## config.mk

```make
export PLATFORM = sky130hd
export DESIGN_NAME = rpt_post
export DESIGN_NICKNAME = d
export VERILOG_FILES = /design/src/rtl/rpt_pkg.sv /design/src/rtl/rpt_post.sv
export SDC_FILE = /design/constraint.sdc
export NUM_CORES = 1
export LEC_CHECK = 0
export BUFFER_PORTS_ARGS = -buffer_cell sky130_fd_sc_hd__buf_2
export CORE_MARGIN = 10
export CORE_UTILIZATION = 54
export CTS_CLUSTER_DIAMETER = 40
export DETAILED_ROUTE_END_ITERATION = 7
export PLACE_DENSITY = 0.82
export SLEW_MARGIN = 20
export SYNTH_ARGS = -nofsm -noshare
export SYNTH_HDL_FRONTEND = slang
export SYNTH_SLANG_ARGS = --single-unit
```

## constraint.sdc

```tcl
create_clock -name i_clk -period 4.4 [get_ports i_clk]
set_clock_uncertainty 0.15 [all_clocks]
set_input_delay 0.44 -clock i_clk [delete_from_list [all_inputs] [get_ports i_clk]]
set_output_delay 0.44 -clock i_clk [all_outputs]
set_load 0.03 [all_outputs]
```

## src/rtl/rpt_pkg.sv

```systemverilog
// ----------------------------------------------------------------------------
// rpt_pkg: shared types and constants of the rigid point transform
// Coordinate and trig widths, the wide internal coordinate type, register
// indexes, mode codes and the control struct that travels along the pipe.
// ----------------------------------------------------------------------------
`default_nettype none

package rpt_pkg;

    localparam int COORD_W  = 21;                 // Q10.10 coordinate
    localparam int TRIG_W   = 18;                 // Q1.16 cosine and sine
    localparam int FRAC_W   = 16;                 // fraction bits of the trig values
    localparam int ROT_W    = 2 * TRIG_W;         // packed cosine and sine
    localparam int XYZ_W    = 3 * COORD_W;        // packed centre or shift
    localparam int WIDE_W   = 29;                 // grows by two bits per axis, never wraps
    localparam int PROD_W   = TRIG_W + WIDE_W;
    localparam int SUM_W    = PROD_W + 1;
    localparam int POST_W   = WIDE_W + 1;
    localparam int CFG_IDX_W = 3;

    typedef logic signed [COORD_W-1:0] t_coord;
    typedef logic signed [WIDE_W-1:0]  t_wide;

    typedef struct packed {
        logic valid;
        logic last;
    } t_beat_ctl;

    localparam logic [CFG_IDX_W-1:0] CFG_MODE   = 3'd0;
    localparam logic [CFG_IDX_W-1:0] CFG_ROT_X  = 3'd1;
    localparam logic [CFG_IDX_W-1:0] CFG_ROT_Y  = 3'd2;
    localparam logic [CFG_IDX_W-1:0] CFG_ROT_Z  = 3'd3;
    localparam logic [CFG_IDX_W-1:0] CFG_CENTRE = 3'd4;
    localparam logic [CFG_IDX_W-1:0] CFG_SHIFT  = 3'd5;

    localparam logic [1:0] MODE_FULL   = 2'd0;
    localparam logic [1:0] MODE_SHIFT  = 2'd1;
    localparam logic [1:0] MODE_ROTATE = 2'd2;

    localparam logic signed [SUM_W-1:0]  ROUND_HALF = SUM_W'(1) <<< (FRAC_W - 1);
    localparam logic signed [POST_W-1:0] SAT_MAX    = POST_W'((1 << (COORD_W - 1)) - 1);
    localparam logic signed [POST_W-1:0] SAT_MIN    = -POST_W'(1 << (COORD_W - 1));

endpackage

`default_nettype wire

```

## src/rtl/rpt_post.sv

```systemverilog
// ----------------------------------------------------------------------------
// rpt_post: exit stage
// Adds the translation when the mode asks for it, saturates each coordinate
// to Q10.10 and holds the result beat in the output register.
// ----------------------------------------------------------------------------
`default_nettype none

module rpt_post (
    input  wire logic                       i_clk,
    input  wire logic                       i_rst_n,
    input  wire logic                       i_en,
    input  wire logic                       i_add_shift,
    input  wire logic [rpt_pkg::XYZ_W-1:0]  i_shift,
    input  wire rpt_pkg::t_beat_ctl         i_ctl,
    input  wire rpt_pkg::t_wide             i_x,
    input  wire rpt_pkg::t_wide             i_y,
    input  wire rpt_pkg::t_wide             i_z,
    output rpt_pkg::t_beat_ctl              o_ctl,
    output rpt_pkg::t_coord                 o_x,
    output rpt_pkg::t_coord                 o_y,
    output rpt_pkg::t_coord                 o_z
);

    localparam int CW  = rpt_pkg::COORD_W;
    localparam int PW  = rpt_pkg::POST_W;
    localparam int EXT = rpt_pkg::POST_W - rpt_pkg::COORD_W;

    logic signed [PW-1:0] w_sx, w_sy, w_sz;
    logic signed [PW-1:0] w_tx, w_ty, w_tz;
    rpt_pkg::t_beat_ctl   r_ctl;
    rpt_pkg::t_coord      r_x, r_y, r_z;

    function automatic rpt_pkg::t_coord sat(input logic signed [rpt_pkg::POST_W-1:0] v);
        rpt_pkg::t_coord res;
        if (v > rpt_pkg::SAT_MAX) begin
            res = rpt_pkg::SAT_MAX[rpt_pkg::COORD_W-1:0];
        end else if (v < rpt_pkg::SAT_MIN) begin
            res = rpt_pkg::SAT_MIN[rpt_pkg::COORD_W-1:0];
        end else begin
            res = v[rpt_pkg::COORD_W-1:0];
        end
        return res;
    endfunction

    always_comb begin
        if (i_add_shift) begin
            w_sx = {{EXT{i_shift[3*CW-1]}}, i_shift[3*CW-1:2*CW]};
            w_sy = {{EXT{i_shift[2*CW-1]}}, i_shift[2*CW-1:CW]};
            w_sz = {{EXT{i_shift[CW-1]}},   i_shift[CW-1:0]};
        end else begin
            w_sx = '0;
            w_sy = '0;
            w_sz = '0;
        end
        w_tx = PW'(i_x) + w_sx;
        w_ty = PW'(i_y) + w_sy;
        w_tz = PW'(i_z) + w_sz;
    end

    always_ff @(posedge i_clk) begin
        if (!i_rst_n) begin
            r_ctl <= '0;
        end else if (i_en) begin
            r_ctl <= i_ctl;
        end
    end

    always_ff @(posedge i_clk) begin
        if (i_en) begin
            r_x <= sat(w_tx);
            r_y <= sat(w_ty);
            r_z <= sat(w_tz);
        end
    end

    assign o_ctl = r_ctl;
    assign o_x   = r_x;
    assign o_y   = r_y;
    assign o_z   = r_z;

endmodule

`default_nettype wire

```

==> summary.txt <==
status = finished clean
syn avg cell area = 8.39 um2
Startpoint Class = input pin
largest net degree at the start of global routing = 43
setup TNS = 0 ns
fin crit share = 94.0%
clock tree buffer depth = 2
Routed WL = 24000 um
via count = 8083
synth top area cells = edfxtp_1, ha_1, o21ai_0, a21oi_1, and2_1
CTS Buf Count = 9
via/cell ratio = 6.08
post-DP HPWL = 19800 um
Area growth syn-to-layout = 21.3%
IO buf count = 220
Netlist Area Pre-Place = 0.00777 mm2
Slew Limit Fails = 0
Synth async-reset ratio = 0%
Synth top area share = 24.4%
CP Class = input pin to flop
WHS = 0.197 ns
EDFF count, synth = 63
clock slew at reported path FFs = 0.06 ns
Reg area = 0.00193 mm2
MaxCap Viol Count = 0
unrepaired setup endpoints after global routing = no
die height = 140 um
GR Overflow Total = 0
CTS Hold Buffers Added = 0
final setup vio count = 0
chip width = 140 um
minimum clock period = 4.13 ns
Critical Path Sink Type = flop
Final Instance Area = 0.00942 mm2
Leak Pwr = 4.36 nW
1st-iter DRT viols = 775
Post-synth top cells = ha_1, o21ai_0, a21oi_1, and2_1
first-pass GRT wire length = 38400 um
Post-CTS Setup Repair Bufs = 0
DR WL/cell = 18.0 um
number of synthesized register bits = 65
initial antenna violation count = 3
post-synth top area cell = edfxtp_1
R2R Setup Slk = 3.63 ns
CTS tree = yes
Placed Area = 0.00911 mm2
Synth Instances = 926
syn_nets = 1172
Initial Utilization = 55.5%
CORE AREA = 0.0140 mm2
clk root buf = clkbuf_16
P per Cell Area = 296 mW/mm2
die area = 0.0196 mm2
Max-slew headroom = 35.3%
number of global-route vias before repair = 7821
CTS resizes = 0
footprint of the multi-input gates = 0.00556 mm2
post-synth cell types = 66
CTS H-tree depth = 3
GRT Overall Usage = 23.1%
Hold Crit Class = input pin to flop
Peak VDD IR = 0.000213 V
critical path arrival = 4.19 ns
DRC errors left = 0
row cnt = 43
Final Hold Vio Count = 0
synth warn = 0
clk_lat worst skew = 0.32 ns
Critical Path Fanout Max = 20
measured slew at the worst slew-check pin = 0.971 ns
routability cong. = 1.06
fin nets = 1389
post-synthesis sequential area ratio = 24.9%
share of layout cells above drive strength 1 = 23.5%
CP required = 4.45 ns
Fill cells = 1180
antenna-violating nets left = 0
I/O pin total = 221
fmax = 0.242 GHz
Synth Flop Type = edfxtp_1
CTS sink count = 65
first-pass iteration count of the detailed router = 5
## path summary, 6_finish.rpt
| check | start | endpoint | cells past startpoint |
|---|---|---|---|
| worst min-delay path | i_rst_n | o_ctl[0]$_SDFFE_PN0P_ | 2 |
| worst max register to register | o_ctl[1]$_SDFFE_PN0P_ | o_ctl[1]$_SDFFE_PN0P_ | 2 |
| worst min register to register | o_ctl[0]$_SDFFE_PN0P_ | o_ctl[0]$_SDFFE_PN0P_ | 2 |
| worst max-delay path | i_add_shift | o_x[2]$_SDFFCE_PN1P_ | 13 |
## cells by family (layout without fill, tap and decap cells)
family | after synthesis | after routing | synth area share [%]
adder cells (fa/ha/maj) | 90 | 90 | 14.8
multiplexers | 7 | 7 | 0.918
other | 0 | 1 | 0
XOR/XNOR | 73 | 73 | 8.23
AND/OR/NAND/NOR | 278 | 278 | 18.8
flip-flops | 65 | 65 | 24.9
buffers and inverters | 72 | 294 | 3.61
AO/OA/AOI/OAI | 341 | 341 | 28.8
## area by class of cell
cell class                      instances  area share [%]
Clock buffer                            9            2.39
Sequential cell                        65            20.5
Antenna cell                            1          0.0266
Multi-Input combinational cell        789            59.0
Timing Repair Buffer                  240            13.3
Inverter                               38            1.51
Clock inverter                          7           0.903
Tap cell                              180            2.39
## worst max-delay path: stages
cell and delay (ns):
buf_2 0.13, buf_4 0.20, and2_1 0.15, ha_1 0.42, nand4_1 0.20, a2111oi_0 0.45
o21ai_1 0.17, and3_1 0.21, a211oi_1 0.39, nand4_1 0.19, nor4_1 0.27, a41o_1 0.71
a31o_1 0.23
## cells in the final DEF, fill, tap and decap left out, drive strengths merged, types with 9 or more instances in the layout
cell / instances
buf: 240
o21ai: 91
ha: 87
a21oi: 85
and2: 66
nand2: 63
edfxtp: 63
nor2: 51
a21o: 51
inv: 38
xnor2: 38
xor2: 35
a211oi: 15
a31oi: 14
nand4: 14
nor2b: 14
nand2b: 12
o21bai: 10
nand3: 10
o31ai: 10
o211ai: 9
and3: 9
o21a: 9
nor3: 9
clkbuf: 9
## routing by layer
metal,GRT usage (%),vias up,share of wire [%]
met1,28.9,3742,42
met4,7.01,4,2.7
li1,-,3914,-
met5,0,-,0.11
met2,39.1,366,48
met3,4.46,57,7.6
## per-stage QoR
stage | utilization (%) | setup WS, ns | power, mW | instances
finish | 67.4 | 0.266 | 2.79 | 1329
global route | 67.4 | 0.0524 | 2.94 | 1329
CTS | 67.3 | 0.412 | 2.79 | 1328
detailed placement | 65.1 | 0.0670 | 2.03 | 1312
global placement | 65.1 | 0.175 | 2.01 | 1312
floorplan | - | 0.440 | 1.67 | 926
## sequential cells by signal, summed over array words and instances, names as in the netlist
name	count
o_z	21
o_ctl	2
o_x	21
o_y	21
## where the power goes
| group | switching [mW] | leakage, nW | total, mW | internal, mW |
|---|---|---|---|---|
| clock | 0.269 | 0.150 | 0.759 | 0.490 |
| combinational | 0.755 | 3.57 | 1.21 | 0.457 |
| sequential | 0.0296 | 0.641 | 0.822 | 0.793 |
(Power assumes the default switching activity.)
