==> src/rtl/rpt_pkg.sv <==
// ----------------------------------------------------------------------------
// rpt_pkg: shared types and constants of the rigid point transform
// Coordinate and trig widths, the wide internal coordinate type, register
// indexes, mode codes and the control struct that travels along the pipe.
// ----------------------------------------------------------------------------
`default_nettype none

package rpt_pkg;

    localparam int COORD_W  = 21;                 // Q10.10 coordinate
    localparam int TRIG_W   = 18;                 // Q1.16 cosine and sine
    localparam int FRAC_W   = 16;                 // fraction bits of the trig values
    localparam int ROT_W    = 2 * TRIG_W;         // packed cosine and sine
    localparam int XYZ_W    = 3 * COORD_W;        // packed centre or shift
    localparam int WIDE_W   = 29;                 // grows by two bits per axis, never wraps
    localparam int PROD_W   = TRIG_W + WIDE_W;
    localparam int SUM_W    = PROD_W + 1;
    localparam int POST_W   = WIDE_W + 1;
    localparam int CFG_IDX_W = 3;

    typedef logic signed [COORD_W-1:0] t_coord;
    typedef logic signed [WIDE_W-1:0]  t_wide;

    typedef struct packed {
        logic valid;
        logic last;
    } t_beat_ctl;

    localparam logic [CFG_IDX_W-1:0] CFG_MODE   = 3'd0;
    localparam logic [CFG_IDX_W-1:0] CFG_ROT_X  = 3'd1;
    localparam logic [CFG_IDX_W-1:0] CFG_ROT_Y  = 3'd2;
    localparam logic [CFG_IDX_W-1:0] CFG_ROT_Z  = 3'd3;
    localparam logic [CFG_IDX_W-1:0] CFG_CENTRE = 3'd4;
    localparam logic [CFG_IDX_W-1:0] CFG_SHIFT  = 3'd5;

    localparam logic [1:0] MODE_FULL   = 2'd0;
    localparam logic [1:0] MODE_SHIFT  = 2'd1;
    localparam logic [1:0] MODE_ROTATE = 2'd2;

    localparam logic signed [SUM_W-1:0]  ROUND_HALF = SUM_W'(1) <<< (FRAC_W - 1);
    localparam logic signed [POST_W-1:0] SAT_MAX    = POST_W'((1 << (COORD_W - 1)) - 1);
    localparam logic signed [POST_W-1:0] SAT_MIN    = -POST_W'(1 << (COORD_W - 1));

endpackage

`default_nettype wire

==> src/rtl/rpt_pre.sv <==
// ----------------------------------------------------------------------------
// rpt_pre: entry stage
// Widens the incoming point and removes the rotation centre when the mode
// asks for it. One register stage.
// ----------------------------------------------------------------------------
`default_nettype none

module rpt_pre (
    input  wire logic                       i_clk,
    input  wire logic                       i_rst_n,
    input  wire logic                       i_en,
    input  wire logic                       i_sub_centre,
    input  wire logic [rpt_pkg::XYZ_W-1:0]  i_centre,
    input  wire rpt_pkg::t_beat_ctl         i_ctl,
    input  wire rpt_pkg::t_coord            i_x,
    input  wire rpt_pkg::t_coord            i_y,
    input  wire rpt_pkg::t_coord            i_z,
    output rpt_pkg::t_beat_ctl              o_ctl,
    output rpt_pkg::t_wide                  o_x,
    output rpt_pkg::t_wide                  o_y,
    output rpt_pkg::t_wide                  o_z
);

    localparam int CW  = rpt_pkg::COORD_W;
    localparam int EXT = rpt_pkg::WIDE_W - rpt_pkg::COORD_W;

    rpt_pkg::t_beat_ctl r_ctl;
    rpt_pkg::t_wide     r_x, r_y, r_z;
    rpt_pkg::t_wide     w_cx, w_cy, w_cz;

    always_comb begin
        if (i_sub_centre) begin
            w_cx = {{EXT{i_centre[3*CW-1]}}, i_centre[3*CW-1:2*CW]};
            w_cy = {{EXT{i_centre[2*CW-1]}}, i_centre[2*CW-1:CW]};
            w_cz = {{EXT{i_centre[CW-1]}},   i_centre[CW-1:0]};
        end else begin
            w_cx = '0;
            w_cy = '0;
            w_cz = '0;
        end
    end

    always_ff @(posedge i_clk) begin
        if (!i_rst_n) begin
            r_ctl <= '0;
        end else if (i_en) begin
            r_ctl <= i_ctl;
        end
    end

    always_ff @(posedge i_clk) begin
        if (i_en) begin
            r_x <= {{EXT{i_x[CW-1]}}, i_x} - w_cx;
            r_y <= {{EXT{i_y[CW-1]}}, i_y} - w_cy;
            r_z <= {{EXT{i_z[CW-1]}}, i_z} - w_cz;
        end
    end

    assign o_ctl = r_ctl;
    assign o_x   = r_x;
    assign o_y   = r_y;
    assign o_z   = r_z;

endmodule

`default_nettype wire

==> config.mk <==
export PLATFORM = sky130hd
export DESIGN_NAME = rpt_pre
export DESIGN_NICKNAME = d
export VERILOG_FILES = /design/src/rtl/rpt_pkg.sv /design/src/rtl/rpt_pre.sv
export SDC_FILE = /design/constraint.sdc
export NUM_CORES = 1
export LEC_CHECK = 0
export ABC_AREA = 1
export BUFFER_PORTS_ARGS = -buffer_cell sky130_fd_sc_hd__buf_2
export CAP_MARGIN = 20
export CORE_ASPECT_RATIO = 0.7
export CORE_MARGIN = 8
export CORE_UTILIZATION = 54
export DETAILED_ROUTE_END_ITERATION = 6
export PLACE_DENSITY = 0.83
export SLEW_MARGIN = 20
export SYNTH_ARGS = -nofsm -noshare
export SYNTH_HDL_FRONTEND = slang
export SYNTH_SLANG_ARGS = --single-unit
==> constraint.sdc <==
create_clock -name i_clk -period 2.2 [get_ports i_clk]
set_input_delay 0.11 -clock i_clk [delete_from_list [all_inputs] [get_ports i_clk]]
set_output_delay 0.11 -clock i_clk [all_outputs]
set_load 0.02 [all_outputs]
==> metrics.md <==
| Metric | Value |
|---|---|
| Status | `finished clean` |
| Site row count | `36` |
| CP Max Fanout | `34` |
| Crit start category | `input port` |
| Final #Nets | `1541` |
| Port buffer count | `220` |
| Seq/Total Area, Yosys | `0.348` |
| Power, Total | `6.03 mW` |
| Normalized max-slew margin | `0.714` |
| Final Util | `0.679` |
| Warnings from Yosys | `0` |
| Reg clk slew, reported paths | `0.07 ns` |
| Mapped Cells | `1096` |
| Diode count | `0` |
| FF-to-FF path depth | `2` |
| Worst setup path class | `in2reg` |
| Internal power | `3.83 mW` |
| Routability congestion estimate | `1.05` |
| Skew final | `0 ns` |
| Routed length per instance | `14.5 um` |
| DR vias/cell | `4.96` |
| Maxcap violations | `0` |
| Comb power frac | `0.361` |
| DRC violations left | `0` |
| FFs w/ async S/R, synth | `0` |
| Worst EP arrival | `1.95 ns` |
| GRT overflow | `0` |
| CTS-repair resized insts | `0` |
| EDFF count, synth | `87` |
| Post-CTS setup buffer count | `0` |
| Core box area | `0.0139 sq mm` |
| Sw frac | `0.364` |
| Slew at the pin closest to its max-slew limit | `0.429 ns` |
| Post-placement setup slack | `0.0456 ns` |
| Yosys reg bits | `89` |
| Largest net degree at the start of global routing | `35` |
| First-pass GRT wire length | `34400 um` |
| Die Y | `115 um` |
| Final-layout fill cell count | `1238` |
| Required time of the critical path | `2.30 ns` |
| Sw Pwr | `2.20 mW` |
| 1st-iter DRT viols | `725` |
| Clk pwr share | `0.264` |
| Hold Path Depth | `3` |
| CTS Hold Buffers Added | `1` |
| Root Driver | `clkbuf_16` |
| Hold crit path type | `in2reg` |
| CTS HTree Levels | `3` |
| Post-synth net total | `1300` |
| Clk sink count | `89` |
| Initial core utilization | `0.550` |
| Routed WL | `22200 um` |
| Total Neg Setup Slack | `0 ns` |
| Hold Violations, Final | `0` |
| DR pass1 iterations | `6` |
| IO Count | `221` |
| Unrepaired setup endpoints after global routing | `false` |
| Post-synth cell types | `29` |
| Critical Path End Type | `flip-flop` |
| Fmax | `541 MHz` |
| Worst setup margin | `0.353 ns` |
| Total track usage | `0.238` |
| Slew Limit Fails | `0` |
| Leakage power | `5.28 nW` |
| Post-Syn Area | `0.00762 sq mm` |
| Fraction of layout cells with a size suffix above 1 | `0.221` |
| Number of antenna-violating nets in the routed design | `0` |
| Post-DP HPWL | `18400 um` |
| CTS buffer count | `9` |
| Setup violations, final | `0` |
| Minimum clock period | `1.85 ns` |
| Layout area overhead | `23.6%` |
| PwrDens | `640 mW/mm^2` |
| Via Count | `7596` |
| Die X | `158 um` |
| Initial antenna violation count | `0` |
| Most used DFF post-synth | `edfxtp_1` |
| Vias in the first global route | `7265` |
| Mean post-synth cell area | `6.96 sq um` |
| VDD IR max | `0.000408 V` |
| Design Area, Final | `0.00942 sq mm` |
| CTS tree | `done` |
| Sequential power share | `0.375` |
| Dpl cell area | `0.00911 sq mm` |
| Full die area | `0.0182 sq mm` |
| Skew-Pair Late Insertion Delay | `0.34 ns` |
| CTS max path bufs | `2` |
| Fin crit share | `0.840` |
==> cells in the final DEF (no fill, tap or decap), types with 3 or more instances in the layout <==
cell type / Yosys / layout
a21oi_1: 31 / 31
a21oi_2: 6 / 6
buf_12: 0 / 4
buf_2: 0 / 219
buf_4: 0 / 13
clkbuf_16: 0 / 9
edfxtp_1: 87 / 87
fa_1: 3 / 3
ha_1: 69 / 69
inv_1: 199 / 199
nand2_1: 462 / 462
nand2_2: 9 / 9
nand3_1: 69 / 69
nand3_2: 3 / 3
nand4_1: 11 / 11
nand4_2: 6 / 6
nor2_1: 63 / 63
nor2_2: 15 / 15
nor3_1: 7 / 7
o21bai_1: 6 / 6
xnor2_1: 4 / 4
xor2_1: 25 / 25
==> synth_stat cells, types with 3 or more instances <==
cell type    n  area share
nand2_1    462        0.23
inv_1      199       0.098
edfxtp_1    87        0.34
ha_1        69        0.11
nand3_1     69       0.045
nor2_1      63       0.031
a21oi_1     31       0.020
xor2_1      25       0.029
nor2_2      15       0.012
nand4_1     11      0.0090
nand2_2      9      0.0074
clkbuf_1     7      0.0034
nor3_1       7      0.0046
a21oi_2      6      0.0069
nand4_2      6      0.0098
o21bai_1     6      0.0059
xnor2_1      4      0.0046
fa_1         3      0.0079
nand3_2      3      0.0039
==> final timing paths <==
check             slack [ns]          from        to
setup / recovery        0.35  i_sub_centre   o_x[12]
hold / removal          0.02      i_ctl[0]  o_ctl[0]
hold reg to reg         0.51      o_ctl[1]  o_ctl[1]
setup reg to reg        1.57      o_ctl[0]  o_ctl[0]
==> per-stage QoR <==
stage | hold slack [ns] | cells
2_1_floorplan | 0.222 | 1096
3_3_place_gp | 0.340 | 1515
3_5_place_dp | 0.350 | 1515
4_1_cts | 0.00709 | 1532
5_1_grt | 0.0147 | 1532
6_report | 0.0157 | 1532
==> flip-flops by register name, indices dropped and copies added (netlist names) <==
register / flops
o_x: 29
o_y: 29
o_z: 29
o_ctl: 2
==> critical path, stage by stage <==
cell     delay, ns
buf_2         0.14
buf_12        0.17
nand2_1       0.07
inv_1         0.04
ha_1          0.19
fa_1          0.40
inv_1         0.09
nand3_1       0.06
nand3_1       0.18
nand3_1       0.10
nand2_1       0.12
nand2_1       0.10
nand3_1       0.09
nand2_1       0.05
==> metal layers <==
metal  track usage  up-vias  routed length (um)
met5             0        -                   0
met4        0.0664        0                 466
met3        0.0555       36                2130
met2         0.379      349                9660
met1         0.321     3305                9940
li1              -     3906                   -
==> kinds of logic after synthesis <==
group | Yosys count | share of synthesized area
buf+inv | 207 | 0.102
flops | 89 | 0.348
compound gates | 46 | 0.0351
fa+ha+maj | 72 | 0.121
simple gates | 653 | 0.361
xor+xnor | 29 | 0.0333
==> power groups by stage <==
stage	combinational, mW	clock (mW)	sequential [mW]
after global routing	2.41	1.69	2.28
after CTS	2.16	1.63	2.26
after floorplan	1.09	0	2.60
after global placement	2.12	0	2.29
after detailed placement	2.14	0	2.30
final	2.18	1.59	2.26
==> area by class of cell <==
class | instances | area (sq um) | share of cell area
Sequential cell | 89 | 2650 | 0.282
Inverter | 200 | 751 | 0.0797
Multi-Input combinational cell | 800 | 4190 | 0.445
Tap cell | 190 | 238 | 0.0252
Clock buffer | 9 | 225 | 0.0239
Clock inverter | 7 | 77.6 | 0.00823
Timing Repair Buffer | 237 | 1280 | 0.136
No activity file was read; power rests on OpenSTA's default activity.
